### src/sv/pgmpp_pkg.sv
`timescale 1ns / 1ps
// ----------------------------------------------------------------------------
// pgmpp_pkg
// Shared types and codes of the P2 grey-map text parser: result record,
// result kinds, error codes and the push request into the result queue.
// ----------------------------------------------------------------------------
package pgmpp_pkg;

  // fixed field widths of a result
  localparam int unsigned VALUE_W = 8;
  localparam int unsigned POS_W   = 12;
  localparam int unsigned SIZE_W  = 13;

  // result queue depth, a power of two of at least two
  localparam int unsigned RES_DEPTH = 4;

  typedef enum logic [1:0] {
    KIND_HEADER = 2'd0,
    KIND_PIXEL  = 2'd1,
    KIND_ERROR  = 2'd2
  } kind_e;

  typedef enum logic [2:0] {
    ERR_NO_HEADER = 3'd0,
    ERR_NOT_P2    = 3'd1,
    ERR_BAD_DIMS  = 3'd2,
    ERR_NOT_255   = 3'd3,
    ERR_TRUNCATED = 3'd4,
    ERR_TOO_LARGE = 3'd5
  } err_e;

  typedef struct packed {
    kind_e               kind;
    logic [VALUE_W-1:0]  value;
    logic [POS_W-1:0]    row;
    logic [POS_W-1:0]    column;
    logic [SIZE_W-1:0]   width;
    logic [SIZE_W-1:0]   height;
    err_e                error;
    logic                complete;
    logic                last;
  } result_t;

  // up to two results produced by one character
  typedef struct packed {
    logic [1:0]          count;
    result_t [1:0]       res;
  } push_t;

endpackage

### src/sv/pgmpp_parser.sv
`timescale 1ns / 1ps
// ----------------------------------------------------------------------------
// pgmpp_parser
// Parse state of the P2 text decoder. Each accepted character updates the
// state in one pass and requests zero, one or two results.
// ----------------------------------------------------------------------------
module pgmpp_parser #(
  parameter int unsigned MAX_DIM = 4096
) (
  input  logic                clk_i,
  input  logic                rst_ni,
  input  logic                accept_i,
  input  logic [7:0]          char_i,
  input  logic                eob_i,
  output pgmpp_pkg::push_t    push_o
);

  localparam int unsigned DW = $clog2(MAX_DIM + 2);
  localparam logic [DW-1:0]   DIM_MAX = DW'(MAX_DIM);
  localparam logic [DW-1:0]   DIM_SAT = DW'(MAX_DIM + 1);
  localparam logic [DW+3:0]   DIM_SAT_X = (DW+4)'(MAX_DIM + 1);

  // parse phases
  localparam logic [3:0] PH_LEAD     = 4'd0;
  localparam logic [3:0] PH_LINE1    = 4'd1;
  localparam logic [3:0] PH_LINE1_OK = 4'd2;
  localparam logic [3:0] PH_DIMGAP   = 4'd3;
  localparam logic [3:0] PH_DIM_WS   = 4'd4;
  localparam logic [3:0] PH_DIM_NUM  = 4'd5;
  localparam logic [3:0] PH_DIMREST  = 4'd6;
  localparam logic [3:0] PH_MAXGAP   = 4'd7;
  localparam logic [3:0] PH_MAX      = 4'd8;
  localparam logic [3:0] PH_PIX      = 4'd9;
  localparam logic [3:0] PH_DONE     = 4'd10;

  // pixel token states
  localparam logic [1:0] TS_IDLE = 2'd0;
  localparam logic [1:0] TS_LEAD = 2'd1;
  localparam logic [1:0] TS_NUM  = 2'd2;
  localparam logic [1:0] TS_TAIL = 2'd3;

  localparam logic [7:0] CH_NUL   = 8'h00;
  localparam logic [7:0] CH_NL    = 8'h0A;
  localparam logic [7:0] CH_SPACE = 8'h20;
  localparam logic [7:0] CH_PLUS  = 8'h2B;
  localparam logic [7:0] CH_MINUS = 8'h2D;
  localparam logic [7:0] CH_ZERO  = 8'h30;
  localparam logic [7:0] CH_TWO   = 8'h32;
  localparam logic [7:0] CH_FIVE  = 8'h35;
  localparam logic [7:0] CH_NINE  = 8'h39;
  localparam logic [7:0] CH_P     = 8'h50;

  // dimension digit step, saturating just above the limit
  function automatic logic [DW-1:0] dim_mac(input logic [DW-1:0] a, input logic [3:0] d);
    logic [DW+3:0] p;
    p = ({4'b0, a} << 3) + ({4'b0, a} << 1) + (DW+4)'(d);
    if (p > DIM_SAT_X) begin
      return DIM_SAT;
    end
    return p[DW-1:0];
  endfunction

  logic [3:0]    phase_q, phase_d;
  logic          prev_p_q, prev_p_d;
  logic [DW-1:0] nacc_q, nacc_d;
  logic          nneg_q, nneg_d;
  logic          nhas_q, nhas_d;
  logic          wseen_q, wseen_d;
  logic [DW-1:0] w_q, w_d;
  logic [DW-1:0] h_q, h_d;
  logic [1:0]    pos_q, pos_d;
  logic          mism_q, mism_d;
  logic [7:0]    pacc_q, pacc_d;
  logic          pneg_q, pneg_d;
  logic [1:0]    ts_q, ts_d;
  logic [DW-1:0] row_q, row_d;
  logic [DW-1:0] col_q, col_d;

  logic          c_nl, c_space, c_digit, c_sign;
  logic [3:0]    c_val;
  logic [DW-1:0] nval;
  logic          empty;
  logic          row_end, col_wrap, pix_last;
  logic [7:0]    pix_val;
  logic [7:0]    max_char;
  logic [1:0]    ts_v;
  logic [1:0]    pos_v;
  logic          mism_v;
  logic          go_ws, go_rest, go_max, tok_skip;
  logic          do_header, do_pixel, do_fail;
  pgmpp_pkg::err_e     fail_code;
  pgmpp_pkg::result_t  res_v [2];
  logic [1:0]          n_v;

  // character classes
  assign c_nl    = (char_i == CH_NL);
  assign c_space = (char_i inside {[8'h09:8'h0D], CH_SPACE});
  assign c_digit = (char_i inside {[CH_ZERO:CH_NINE]});
  assign c_sign  = (char_i == CH_PLUS) || (char_i == CH_MINUS);
  assign c_val   = 4'(char_i - CH_ZERO);

  // values taken from the current state
  assign nval     = nneg_q ? '0 : nacc_q;
  assign empty    = (w_q == '0) || (h_q == '0);
  assign row_end  = (({1'b0, row_q} + 1'b1) == {1'b0, h_q});
  assign col_wrap = (({1'b0, col_q} + 1'b1) == {1'b0, w_q});
  assign pix_last = row_end && col_wrap;
  assign pix_val  = pneg_q ? 8'(8'd0 - pacc_q) : pacc_q;

  // next state and results of one character
  always_comb begin
    phase_d = phase_q;  prev_p_d = prev_p_q;
    nacc_d  = nacc_q;   nneg_d   = nneg_q;   nhas_d = nhas_q;
    wseen_d = wseen_q;  w_d      = w_q;      h_d    = h_q;
    pos_d   = pos_q;    mism_d   = mism_q;
    pacc_d  = pacc_q;   pneg_d   = pneg_q;   ts_d   = ts_q;
    row_d   = row_q;    col_d    = col_q;
    go_ws = 1'b0; go_rest = 1'b0; go_max = 1'b0; tok_skip = 1'b0;
    do_header = 1'b0; do_pixel = 1'b0; do_fail = 1'b0;
    fail_code = pgmpp_pkg::ERR_NO_HEADER;
    pos_v = pos_q; mism_v = mism_q; ts_v = ts_q;
    max_char = CH_NUL;
    res_v[0] = '0; res_v[1] = '0; n_v = 2'd0;

    if (accept_i && (eob_i || char_i == CH_NUL)) begin
      // end of text: close whatever is open
      case (phase_q)
        PH_LEAD: begin
          do_fail = 1'b1; fail_code = pgmpp_pkg::ERR_NO_HEADER;
        end
        PH_LINE1: begin
          do_fail = 1'b1; fail_code = pgmpp_pkg::ERR_NOT_P2;
        end
        PH_LINE1_OK, PH_DIMGAP, PH_DIM_WS: begin
          do_fail = 1'b1; fail_code = pgmpp_pkg::ERR_BAD_DIMS;
        end
        PH_DIM_NUM: begin
          do_fail = 1'b1;
          if (!nhas_q || !wseen_q) begin
            fail_code = pgmpp_pkg::ERR_BAD_DIMS;
          end else begin
            h_d = nval;
            fail_code = (w_q > DIM_MAX || nval > DIM_MAX) ?
                        pgmpp_pkg::ERR_TOO_LARGE : pgmpp_pkg::ERR_NOT_255;
          end
        end
        PH_DIMREST, PH_MAXGAP: begin
          do_fail = 1'b1; fail_code = pgmpp_pkg::ERR_NOT_255;
        end
        PH_MAX: begin
          do_fail = 1'b1;
          if (!mism_q && pos_q == 2'd3) begin
            do_header = 1'b1;
            do_fail   = !empty;
            fail_code = pgmpp_pkg::ERR_TRUNCATED;
          end else begin
            fail_code = pgmpp_pkg::ERR_NOT_255;
          end
        end
        PH_PIX: begin
          do_pixel  = (ts_q != TS_IDLE);
          do_fail   = !(do_pixel && pix_last);
          fail_code = pgmpp_pkg::ERR_TRUNCATED;
        end
        default: ;
      endcase
    end else if (accept_i) begin
      case (phase_q)
        PH_LEAD: begin
          if (!c_space) begin
            phase_d  = PH_LINE1;
            prev_p_d = (char_i == CH_P);
          end
        end
        PH_LINE1: begin
          if (c_nl) begin
            do_fail = 1'b1; fail_code = pgmpp_pkg::ERR_NOT_P2;
          end else if (prev_p_q && char_i == CH_TWO) begin
            phase_d = PH_LINE1_OK;
          end else begin
            prev_p_d = (char_i == CH_P);
          end
        end
        PH_LINE1_OK: begin
          if (c_nl) phase_d = PH_DIMGAP;
        end
        PH_DIMGAP: begin
          if (!c_nl) begin
            wseen_d = 1'b0;
            go_ws   = 1'b1;
          end
        end
        PH_DIM_WS: go_ws = 1'b1;
        PH_DIM_NUM: begin
          if (c_digit) begin
            nacc_d = dim_mac(nacc_q, c_val);
            nhas_d = 1'b1;
          end else if (!nhas_q) begin
            do_fail = 1'b1; fail_code = pgmpp_pkg::ERR_BAD_DIMS;
          end else if (!wseen_q) begin
            w_d     = nval;
            wseen_d = 1'b1;
            go_ws   = 1'b1;
          end else begin
            h_d = nval;
            if (w_q > DIM_MAX || nval > DIM_MAX) begin
              do_fail = 1'b1; fail_code = pgmpp_pkg::ERR_TOO_LARGE;
            end else begin
              go_rest = 1'b1;
            end
          end
        end
        PH_DIMREST: go_rest = 1'b1;
        PH_MAXGAP: begin
          if (!c_nl) begin
            pos_v  = 2'd0;
            mism_v = 1'b0;
            go_max = 1'b1;
          end
        end
        PH_MAX: go_max = 1'b1;
        PH_PIX: begin
          if (char_i == CH_SPACE || c_nl) begin
            do_pixel = (ts_q != TS_IDLE);
          end else begin
            // inside a pixel token, atoi style
            if (ts_v == TS_IDLE) begin
              ts_v = TS_LEAD; pacc_d = 8'd0; pneg_d = 1'b0;
            end
            if (ts_v == TS_LEAD) begin
              if (c_space) begin
                tok_skip = 1'b1;
              end else if (c_sign) begin
                pneg_d = (char_i == CH_MINUS); ts_v = TS_NUM; tok_skip = 1'b1;
              end else begin
                ts_v = TS_NUM;
              end
            end else if (ts_v != TS_NUM) begin
              tok_skip = 1'b1;
            end
            if (!tok_skip) begin
              if (c_digit) begin
                pacc_d = (pacc_d << 3) + (pacc_d << 1) + {4'b0, c_val};
              end else begin
                ts_v = TS_TAIL;
              end
            end
            ts_d = ts_v;
          end
        end
        default: ;
      endcase

      // between or at the start of a dimension
      if (go_ws) begin
        phase_d = PH_DIM_WS;
        if (c_nl) begin
          do_fail = 1'b1; fail_code = pgmpp_pkg::ERR_BAD_DIMS;
        end else if (!c_space) begin
          nacc_d = '0; nhas_d = 1'b0; nneg_d = 1'b0;
          if (c_sign) begin
            nneg_d  = (char_i == CH_MINUS);
            phase_d = PH_DIM_NUM;
          end else if (c_digit) begin
            nacc_d  = dim_mac('0, c_val);
            nhas_d  = 1'b1;
            phase_d = PH_DIM_NUM;
          end else begin
            do_fail = 1'b1; fail_code = pgmpp_pkg::ERR_BAD_DIMS;
          end
        end
      end

      // rest of the size line
      if (go_rest) begin
        phase_d = c_nl ? PH_MAXGAP : PH_DIMREST;
      end

      // matching the maximum value line
      if (go_max) begin
        phase_d = PH_MAX;
        case (pos_v)
          2'd0:    max_char = CH_TWO;
          2'd1:    max_char = CH_FIVE;
          2'd2:    max_char = CH_FIVE;
          default: max_char = CH_NUL;
        endcase
        if (c_nl) begin
          if (!mism_v && pos_v == 2'd3) begin
            do_header = 1'b1;
          end else begin
            do_fail = 1'b1; fail_code = pgmpp_pkg::ERR_NOT_255;
          end
        end else if (pos_v == 2'd3 || char_i != max_char) begin
          mism_v = 1'b1;
        end else begin
          pos_v = pos_v + 2'd1;
        end
        pos_d  = pos_v;
        mism_d = mism_v;
      end
    end

    // header result
    if (do_header) begin
      res_v[n_v[0]] = '0;
      res_v[n_v[0]].kind     = pgmpp_pkg::KIND_HEADER;
      res_v[n_v[0]].width    = pgmpp_pkg::SIZE_W'(w_q);
      res_v[n_v[0]].height   = pgmpp_pkg::SIZE_W'(h_q);
      res_v[n_v[0]].complete = empty;
      n_v     = n_v + 2'd1;
      phase_d = empty ? PH_DONE : PH_PIX;
      ts_d    = TS_IDLE;
      row_d   = '0;
      col_d   = '0;
    end

    // pixel result and position advance
    if (do_pixel) begin
      res_v[n_v[0]] = '0;
      res_v[n_v[0]].kind     = pgmpp_pkg::KIND_PIXEL;
      res_v[n_v[0]].value    = pix_val;
      res_v[n_v[0]].row      = pgmpp_pkg::POS_W'(row_q);
      res_v[n_v[0]].column   = pgmpp_pkg::POS_W'(col_q);
      res_v[n_v[0]].complete = pix_last;
      n_v  = n_v + 2'd1;
      ts_d = TS_IDLE;
      if (col_wrap) begin
        col_d = '0;
        row_d = row_q + 1'b1;
      end else begin
        col_d = col_q + 1'b1;
      end
      if (pix_last) phase_d = PH_DONE;
    end

    // error result
    if (do_fail) begin
      res_v[n_v[0]] = '0;
      res_v[n_v[0]].kind  = pgmpp_pkg::KIND_ERROR;
      res_v[n_v[0]].error = fail_code;
      n_v     = n_v + 2'd1;
      phase_d = PH_DONE;
    end

    // end of text always closes the image
    if (accept_i && (eob_i || char_i == CH_NUL)) begin
      phase_d = PH_DONE;
    end

    // end mark restarts the parser
    if (accept_i && eob_i) begin
      phase_d = PH_LEAD;  prev_p_d = 1'b0;
      nacc_d  = '0;       nneg_d   = 1'b0;  nhas_d = 1'b0;
      wseen_d = 1'b0;     w_d      = '0;    h_d    = '0;
      pos_d   = 2'd0;     mism_d   = 1'b0;
      pacc_d  = 8'd0;     pneg_d   = 1'b0;  ts_d   = TS_IDLE;
      row_d   = '0;       col_d    = '0;
    end

    // mark the last result of this character
    if (n_v == 2'd1) res_v[0].last = 1'b1;
    if (n_v == 2'd2) res_v[1].last = 1'b1;
  end

  assign push_o.count  = n_v;
  assign push_o.res[0] = res_v[0];
  assign push_o.res[1] = res_v[1];

  // parse state registers
  always_ff @(posedge clk_i or negedge rst_ni) begin
    if (!rst_ni) begin
      phase_q <= PH_LEAD;  prev_p_q <= 1'b0;
      nacc_q  <= '0;       nneg_q   <= 1'b0;  nhas_q <= 1'b0;
      wseen_q <= 1'b0;     w_q      <= '0;    h_q    <= '0;
      pos_q   <= 2'd0;     mism_q   <= 1'b0;
      pacc_q  <= 8'd0;     pneg_q   <= 1'b0;  ts_q   <= TS_IDLE;
      row_q   <= '0;       col_q    <= '0;
    end else if (accept_i) begin
      phase_q <= phase_d;  prev_p_q <= prev_p_d;
      nacc_q  <= nacc_d;   nneg_q   <= nneg_d;  nhas_q <= nhas_d;
      wseen_q <= wseen_d;  w_q      <= w_d;     h_q    <= h_d;
      pos_q   <= pos_d;    mism_q   <= mism_d;
      pacc_q  <= pacc_d;   pneg_q   <= pneg_d;  ts_q   <= ts_d;
      row_q   <= row_d;    col_q    <= col_d;
    end
  end

endmodule

### src/sv/pgmpp_res_fifo.sv
`timescale 1ns / 1ps
// ----------------------------------------------------------------------------
// pgmpp_res_fifo
// Small result queue: takes up to two results per cycle from the parser and
// hands them out one per cycle on the output side while the receiver is ready.
// ----------------------------------------------------------------------------
module pgmpp_res_fifo (
  input  logic                 clk_i,
  input  logic                 rst_ni,
  input  pgmpp_pkg::push_t     push_i,
  output logic                 room_o,
  output logic                 valid_o,
  input  logic                 ready_i,
  output pgmpp_pkg::result_t   res_o
);

  localparam int unsigned DEPTH = pgmpp_pkg::RES_DEPTH;
  localparam int unsigned AW    = $clog2(DEPTH);
  localparam int unsigned CW    = $clog2(DEPTH + 1);

  pgmpp_pkg::result_t mem_q [DEPTH];
  logic [AW-1:0] wp_q, wp_d, rp_q, rp_d;
  logic [CW-1:0] cnt_q, cnt_d;
  logic          pop;

  assign pop     = valid_o && ready_i;
  assign valid_o = (cnt_q != '0);
  assign room_o  = (cnt_q <= CW'(DEPTH - 2));
  assign res_o   = mem_q[rp_q];

  // pointer and fill bookkeeping
  always_comb begin
    wp_d  = wp_q + AW'(push_i.count);
    rp_d  = rp_q + AW'(pop);
    cnt_d = cnt_q + CW'(push_i.count) - CW'(pop);
  end

  // result storage
  always_ff @(posedge clk_i) begin
    if (push_i.count != 2'd0) begin
      mem_q[wp_q] <= push_i.res[0];
    end
    if (push_i.count == 2'd2) begin
      mem_q[wp_q + AW'(1)] <= push_i.res[1];
    end
  end

  always_ff @(posedge clk_i or negedge rst_ni) begin
    if (!rst_ni) begin
      wp_q  <= '0;
      rp_q  <= '0;
      cnt_q <= '0;
    end else begin
      wp_q  <= wp_d;
      rp_q  <= rp_d;
      cnt_q <= cnt_d;
    end
  end

endmodule

### src/sv/pgm_ascii_pixel_parser_unit.sv
`timescale 1ns / 1ps
// Results of an accepted character are registered in the result queue and leave it in order.
// Throughput: one character per cycle; a character that yields two results hands them
// out one at a time, and input stalls while the four-entry result queue lacks room.
// Reset: rst_ni clears the parse state to the leading-whitespace phase and empties
// the queue; no clearing pass is needed.
// ----------------------------------------------------------------------------
// pgm_ascii_pixel_parser_unit
// P2 grey-map text decoder: header check, size and maximum value lines, then
// pixel tokens with their row and column.
// ----------------------------------------------------------------------------
module pgm_ascii_pixel_parser_unit #(
  parameter int unsigned MAX_DIM = 4096
) (
  input  logic        clk_i,
  input  logic        rst_ni,
  input  logic        s_axis_tvalid,
  output logic        s_axis_tready,
  input  logic [7:0]  s_axis_tdata,   // [7:0] data_byte
  input  logic        s_axis_tlast,   // end_of_buffer
  output logic        m_axis_tvalid,
  input  logic        m_axis_tready,
  // [7:0] pixel_value, [19:8] pixel_row, [31:20] pixel_column,
  // [44:32] image_width, [57:45] image_height, [60:58] error_code,
  // [61] image_complete, [63:62] zero
  output logic [63:0] m_axis_tdata,
  output logic [1:0]  m_axis_tuser,   // [1:0] kind
  output logic        m_axis_tlast    // last_of_run
);

  logic               in_acc;
  logic               room;
  pgmpp_pkg::push_t   push;
  pgmpp_pkg::result_t res;

  // request taken whenever the queue has room for two results
  assign s_axis_tready = room;
  assign in_acc        = s_axis_tvalid && s_axis_tready;

  pgmpp_parser #(
    .MAX_DIM (MAX_DIM)
  ) u_parser (
    .clk_i    (clk_i),
    .rst_ni   (rst_ni),
    .accept_i (in_acc),
    .char_i   (s_axis_tdata),
    .eob_i    (s_axis_tlast),
    .push_o   (push)
  );

  pgmpp_res_fifo u_res_fifo (
    .clk_i   (clk_i),
    .rst_ni  (rst_ni),
    .push_i  (push),
    .room_o  (room),
    .valid_o (m_axis_tvalid),
    .ready_i (m_axis_tready),
    .res_o   (res)
  );

  // output packing
  assign m_axis_tdata = {2'b00, res.complete, res.error, res.height, res.width,
                         res.column, res.row, res.value};
  assign m_axis_tuser = res.kind;
  assign m_axis_tlast = res.last;

endmodule
### config.mk
export PLATFORM = sky130hd
export DESIGN_NAME = pgm_ascii_pixel_parser_unit
export DESIGN_NICKNAME = d
export VERILOG_FILES = /design/src/sv/pgmpp_pkg.sv /design/src/sv/pgmpp_parser.sv /design/src/sv/pgmpp_res_fifo.sv /design/src/sv/pgm_ascii_pixel_parser_unit.sv
export SDC_FILE = /design/constraint.sdc
export NUM_CORES = 1
export LEC_CHECK = 0
export BUFFER_PORTS_ARGS = -buffer_cell sky130_fd_sc_hd__buf_2
export CORE_ASPECT_RATIO = 1.5
export CORE_MARGIN = 2
export CORE_UTILIZATION = 40
export CTS_BUF_LIST = sky130_fd_sc_hd__clkbuf_2 sky130_fd_sc_hd__clkbuf_4 sky130_fd_sc_hd__clkbuf_8
export DETAILED_ROUTE_END_ITERATION = 8
export SYNTH_ARGS = -nofsm -noshare
export SYNTH_HDL_FRONTEND = slang
export SYNTH_SLANG_ARGS = --single-unit
### constraint.sdc
create_clock -name clk_i -period 8.1 [get_ports clk_i]
set_input_delay 1.62 -clock clk_i [delete_from_list [all_inputs] [get_ports clk_i]]
set_output_delay 1.62 -clock clk_i [all_outputs]
set_load 0.1 [all_outputs]
==> results.yml <==
setup_path:
  worst_setup_path_start_kind: "input pin"
  cp_max_fo: 65
  cp_top_family: "simple AND/OR/NAND/NOR gates"
  crit_chain: "buf_2 > nor3_2 > nand3_1 > nand4_1 > nand2_1 > inv_1 > ha_1 > nand2b_1 > nor3_1 > o21ai_0 > nor2_1 > ha_1 > ha_1 > inv_1 > and3_1 > o211a_2 > buf_4 > mux2_2"
  critPathArrivalTime_ps: 6960
  critical_path_class: "in -> reg"
  critPathBufInv: 4
  cp-end-kind: "flop"
  max_stage_delay_ps: 710
  required_ps: 8440
  crit_path_frequent_cell: "ha_1"
  cp_slowest_cell: "buf_4"
sta:
  setup_viol: 0
  fin_ws_ps: 1480
  post-route-period-util_pct: 81.7
  slew_viol_final: 0
  slew_headroom_pct: 24.2
  period_needed_ps: 6620
  fin_setup_tns_ps: 0
  hold_viol: 0
  clock_skew_ps: 13.3
  rsz0062_at_grt: "false"
  tightest_slew_ps: 1140
  fmax_ghz: 0.151
detailed_routing:
  drc_errors: 0
  first_pass_iters: 5
  drtAntennaViolNets: 0
  vias: 13100
  via_per_inst: 5.63
  drt_wl_total_mm: 49.5
  drt_iter0_drc: 896
  wl_per_cell_um: 21.3
yosys:
  synth_seq_cells: 354
  synthDistinctLibCells: 81
  yosys_most_used_dff: "edfxtp_1"
  avgSynthCellArea_um2: 11.6
  synth_area_leaders: "edfxtp_1, dfrtp_1, mux4_2"
  yosysTopAreaCell: "edfxtp_1"
  async_flop_share_pct: 26.6
  yosysSeqAreaShare_pct: 54.0
  synth_commonest_cells: "edfxtp_1, nand2_1, nor2_1"
  synth_edf_count: 260
  synth_top_area_share_pct: 41.5
  syn-instance-count: 1624
  yosysMostFrequentCell: "edfxtp_1"
  yosysWarnings: 0
  synth_area_mm2: 0.0188
floorplanning:
  core_area_mm2: 0.0466
  die_h_um: 270
  row_count: 97
  dieArea_mm2: 0.0489
  die_w_um: 181
  num_io_pins: 82
  start_util_pct: 40.4
power_and_ir_drop:
  vdd_ir_drop_max_mv: 0.272
  switching_power_mw: 3.49
  swShare_pct: 47.4
  power_per_cell_area_mw_per_mm2: 351
  power_frac_clock_pct: 21.9
  pwr-share-comb_pct: 44.7
  leakagePower_nw: 8.12
  p_seq_share_pct: 33.5
  internal-power_mw: 3.87
clocking:
  cts-htree-levels: 2
  numCtsBuffers: 53
  cts_buffer_depth: 3
  root_buffer: "clkbuf_8"
  cts_tree: "done"
  ctsResizeCount: 0
  post_cts_buffers: 0
  clock_latency_ps: 590
  clkTransAtPathRegs_ps: 70
  cts_sinks: 354
  ctsHoldBuffers: 0
placed_design:
  gp_congestion: 0.906
  dp_hpwl_mm: 32.8
  portBuffers: 79
  pre_cts_ws_ps: 924
  placed_area_mm2: 0.0198
final_layout:
  drive_above_1_share_pct: 17.1
  final_cell_area_mm2: 0.0210
  fillers: 4407
  syn_to_final_growth_pct: 11.3
  seq_area_mm2: 0.0102
  multiInputGateArea_mm2: 0.00815
  nNetsFinal: 1748
worst_hold_path:
  hold_class: "reg -> reg"
grt:
  grt_pass1_vias: 13700
  grt_overflow_total: 0
  grt_start_max_net_pins: 66
  grt_pass1_wl_mm: 78.0
  grt_usage_pct: 20.4
  antenna_found_initial: 1
run_status:
  outcome: "finished, final reports clean"
run:
  cap_violations: 0
final cells by class:
type | instances | share of cell area (%)
repair buffers | 101 | 2.81
diodes | 1 | 0.0119
inverters | 36 | 0.645
well taps | 594 | 3.55
clock buffers | 78 | 4.53
clock inverters | 22 | 1.09
flip-flops and latches | 354 | 48.5
multi-input cells | 1133 | 38.9
power by group through the flow:
| stage | clock network [mW] | logic (mW) | registers (mW) |
|---|---|---|---|
| after CTS | 1.64 | 3.32 | 2.47 |
| after global routing | 1.72 | 3.41 | 2.49 |
| final | 1.61 | 3.28 | 2.46 |
| after detailed placement | 0 | 3.32 | 2.50 |
| after floorplan | 0 | 2.82 | 2.34 |
| after global placement | 0 | 3.31 | 2.49 |
sequential cells by signal, summed over array words and instances, names as in the netlist:
| signal | cells |
|---|---|
| u_parser.pneg_q | 1 |
| u_parser.phase_q | 4 |
| u_res_fifo.cnt_q | 3 |
| u_parser.pacc_q | 8 |
| u_parser.nacc_q | 13 |
| u_res_fifo.wp_q | 2 |
| u_parser.w_q | 13 |
| u_parser.row_q | 13 |
| u_parser.wseen_q | 1 |
| u_parser.ts_q | 2 |
| u_parser.h_q | 13 |
| u_parser.col_q | 13 |
| u_parser.nneg_q | 1 |
| u_res_fifo.rp_q | 2 |
| u_parser.nhas_q | 1 |
| u_res_fifo.mem_q | 260 |
| u_parser.pos_q | 2 |
| u_parser.prev_p_q | 1 |
| u_parser.mism_q | 1 |
metal layers:
| layer | part of all wire, % | vias up | global-route usage, % |
|---|---|---|---|
| li1 | - | 6078 | - |
| met1 | 41 | 6515 | 25.6 |
| met2 | 51 | 372 | 36.4 |
| met3 | 4.3 | 89 | 2.16 |
| met4 | 3.1 | 0 | 6.97 |
| met5 | 0 | - | 0 |
kinds of logic (layout without fill, tap and decap cells):
| logic type | count (synthesis) | count (layout) | synth area share, % |
|---|---|---|---|
| AO/OA/AOI/OAI | 262 | 262 | 9.10 |
| XOR/XNOR | 63 | 63 | 2.93 |
| adder cells (fa/ha/maj) | 56 | 56 | 3.92 |
| buffers and inverters | 138 | 237 | 3.20 |
| flip-flops | 354 | 354 | 54.0 |
| multiplexers | 89 | 89 | 9.10 |
| other | 1 | 3 | 0.0199 |
| AND/OR/NAND/NOR | 661 | 661 | 17.8 |
worst paths after layout:
check                                                    endpoint  cells after the start  slack [ps]                            start
worst max-delay path            u_res_fifo.mem_q[0][64]$_DFFE_PP_                     18        1480                  s_axis_tdata[4]
worst min-delay path                u_res_fifo.cnt_q[2]$_DFF_PN0_                      1         500    u_res_fifo.cnt_q[2]$_DFF_PN0_
worst max register to register  u_res_fifo.mem_q[0][64]$_DFFE_PP_                     16        2430  u_parser.phase_q[2]$_DFFE_PN0P_
worst min register to register      u_res_fifo.cnt_q[2]$_DFF_PN0_                      1         500    u_res_fifo.cnt_q[2]$_DFF_PN0_
max in group asynchronous           u_parser.col_q[2]$_DFFE_PN0P_                      2        5870                           rst_ni
min in group asynchronous          u_parser.pacc_q[3]$_DFFE_PN0P_                      1        1010                           rst_ni
worst reg2reg max path, delay by kind of cell, from the launching register on:
family	cells	cell delay (ps)
simple gates	7	1410
flops	1	510
mux	1	430
compound gates	2	810
buf+inv	3	1100
fa+ha+maj	3	1180
cells in the final DEF, fill, tap and decap left out, types with 7 or more instances in the layout:
master / Yosys / layout
nand4_1: 10 / 10
clkbuf_8: 0 / 58
o31ai_1: 14 / 12
clkinv_1: 1 / 9
nor2b_1: 122 / 122
o22ai_1: 8 / 8
inv_1: 34 / 34
a22o_1: 7 / 7
xnor2_1: 38 / 38
a211oi_1: 7 / 7
o21ai_0: 91 / 91
nor3_1: 33 / 32
nor2_1: 166 / 166
nor4_1: 16 / 16
dfrtp_1: 94 / 92
mux4_2: 65 / 65
mux2i_1: 16 / 16
buf_4: 8 / 21
and2_1: 7 / 7
a21oi_1: 48 / 48
and3_1: 19 / 19
clkinv_2: 0 / 8
nand2b_1: 13 / 13
or3_1: 10 / 10
clkbuf_4: 0 / 20
nand2_1: 180 / 180
a221oi_1: 10 / 10
xor2_1: 25 / 25
a21o_1: 15 / 15
nand3_1: 32 / 32
nor3b_1: 18 / 18
ha_1: 51 / 51
buf_2: 44 / 78
edfxtp_1: 260 / 260
per-stage QoR:
stage	hold slack, ps	power, mW	instances	utilization, %
after floorplan	461	5.16	1625	-
after global routing	517	7.62	2319	45.0
after global placement	478	5.80	2218	42.4
final	496	7.35	2319	45.0
after CTS	500	7.43	2318	45.0
after detailed placement	487	5.82	2218	42.4
Note: power is estimated with default switching activity, not from simulation.
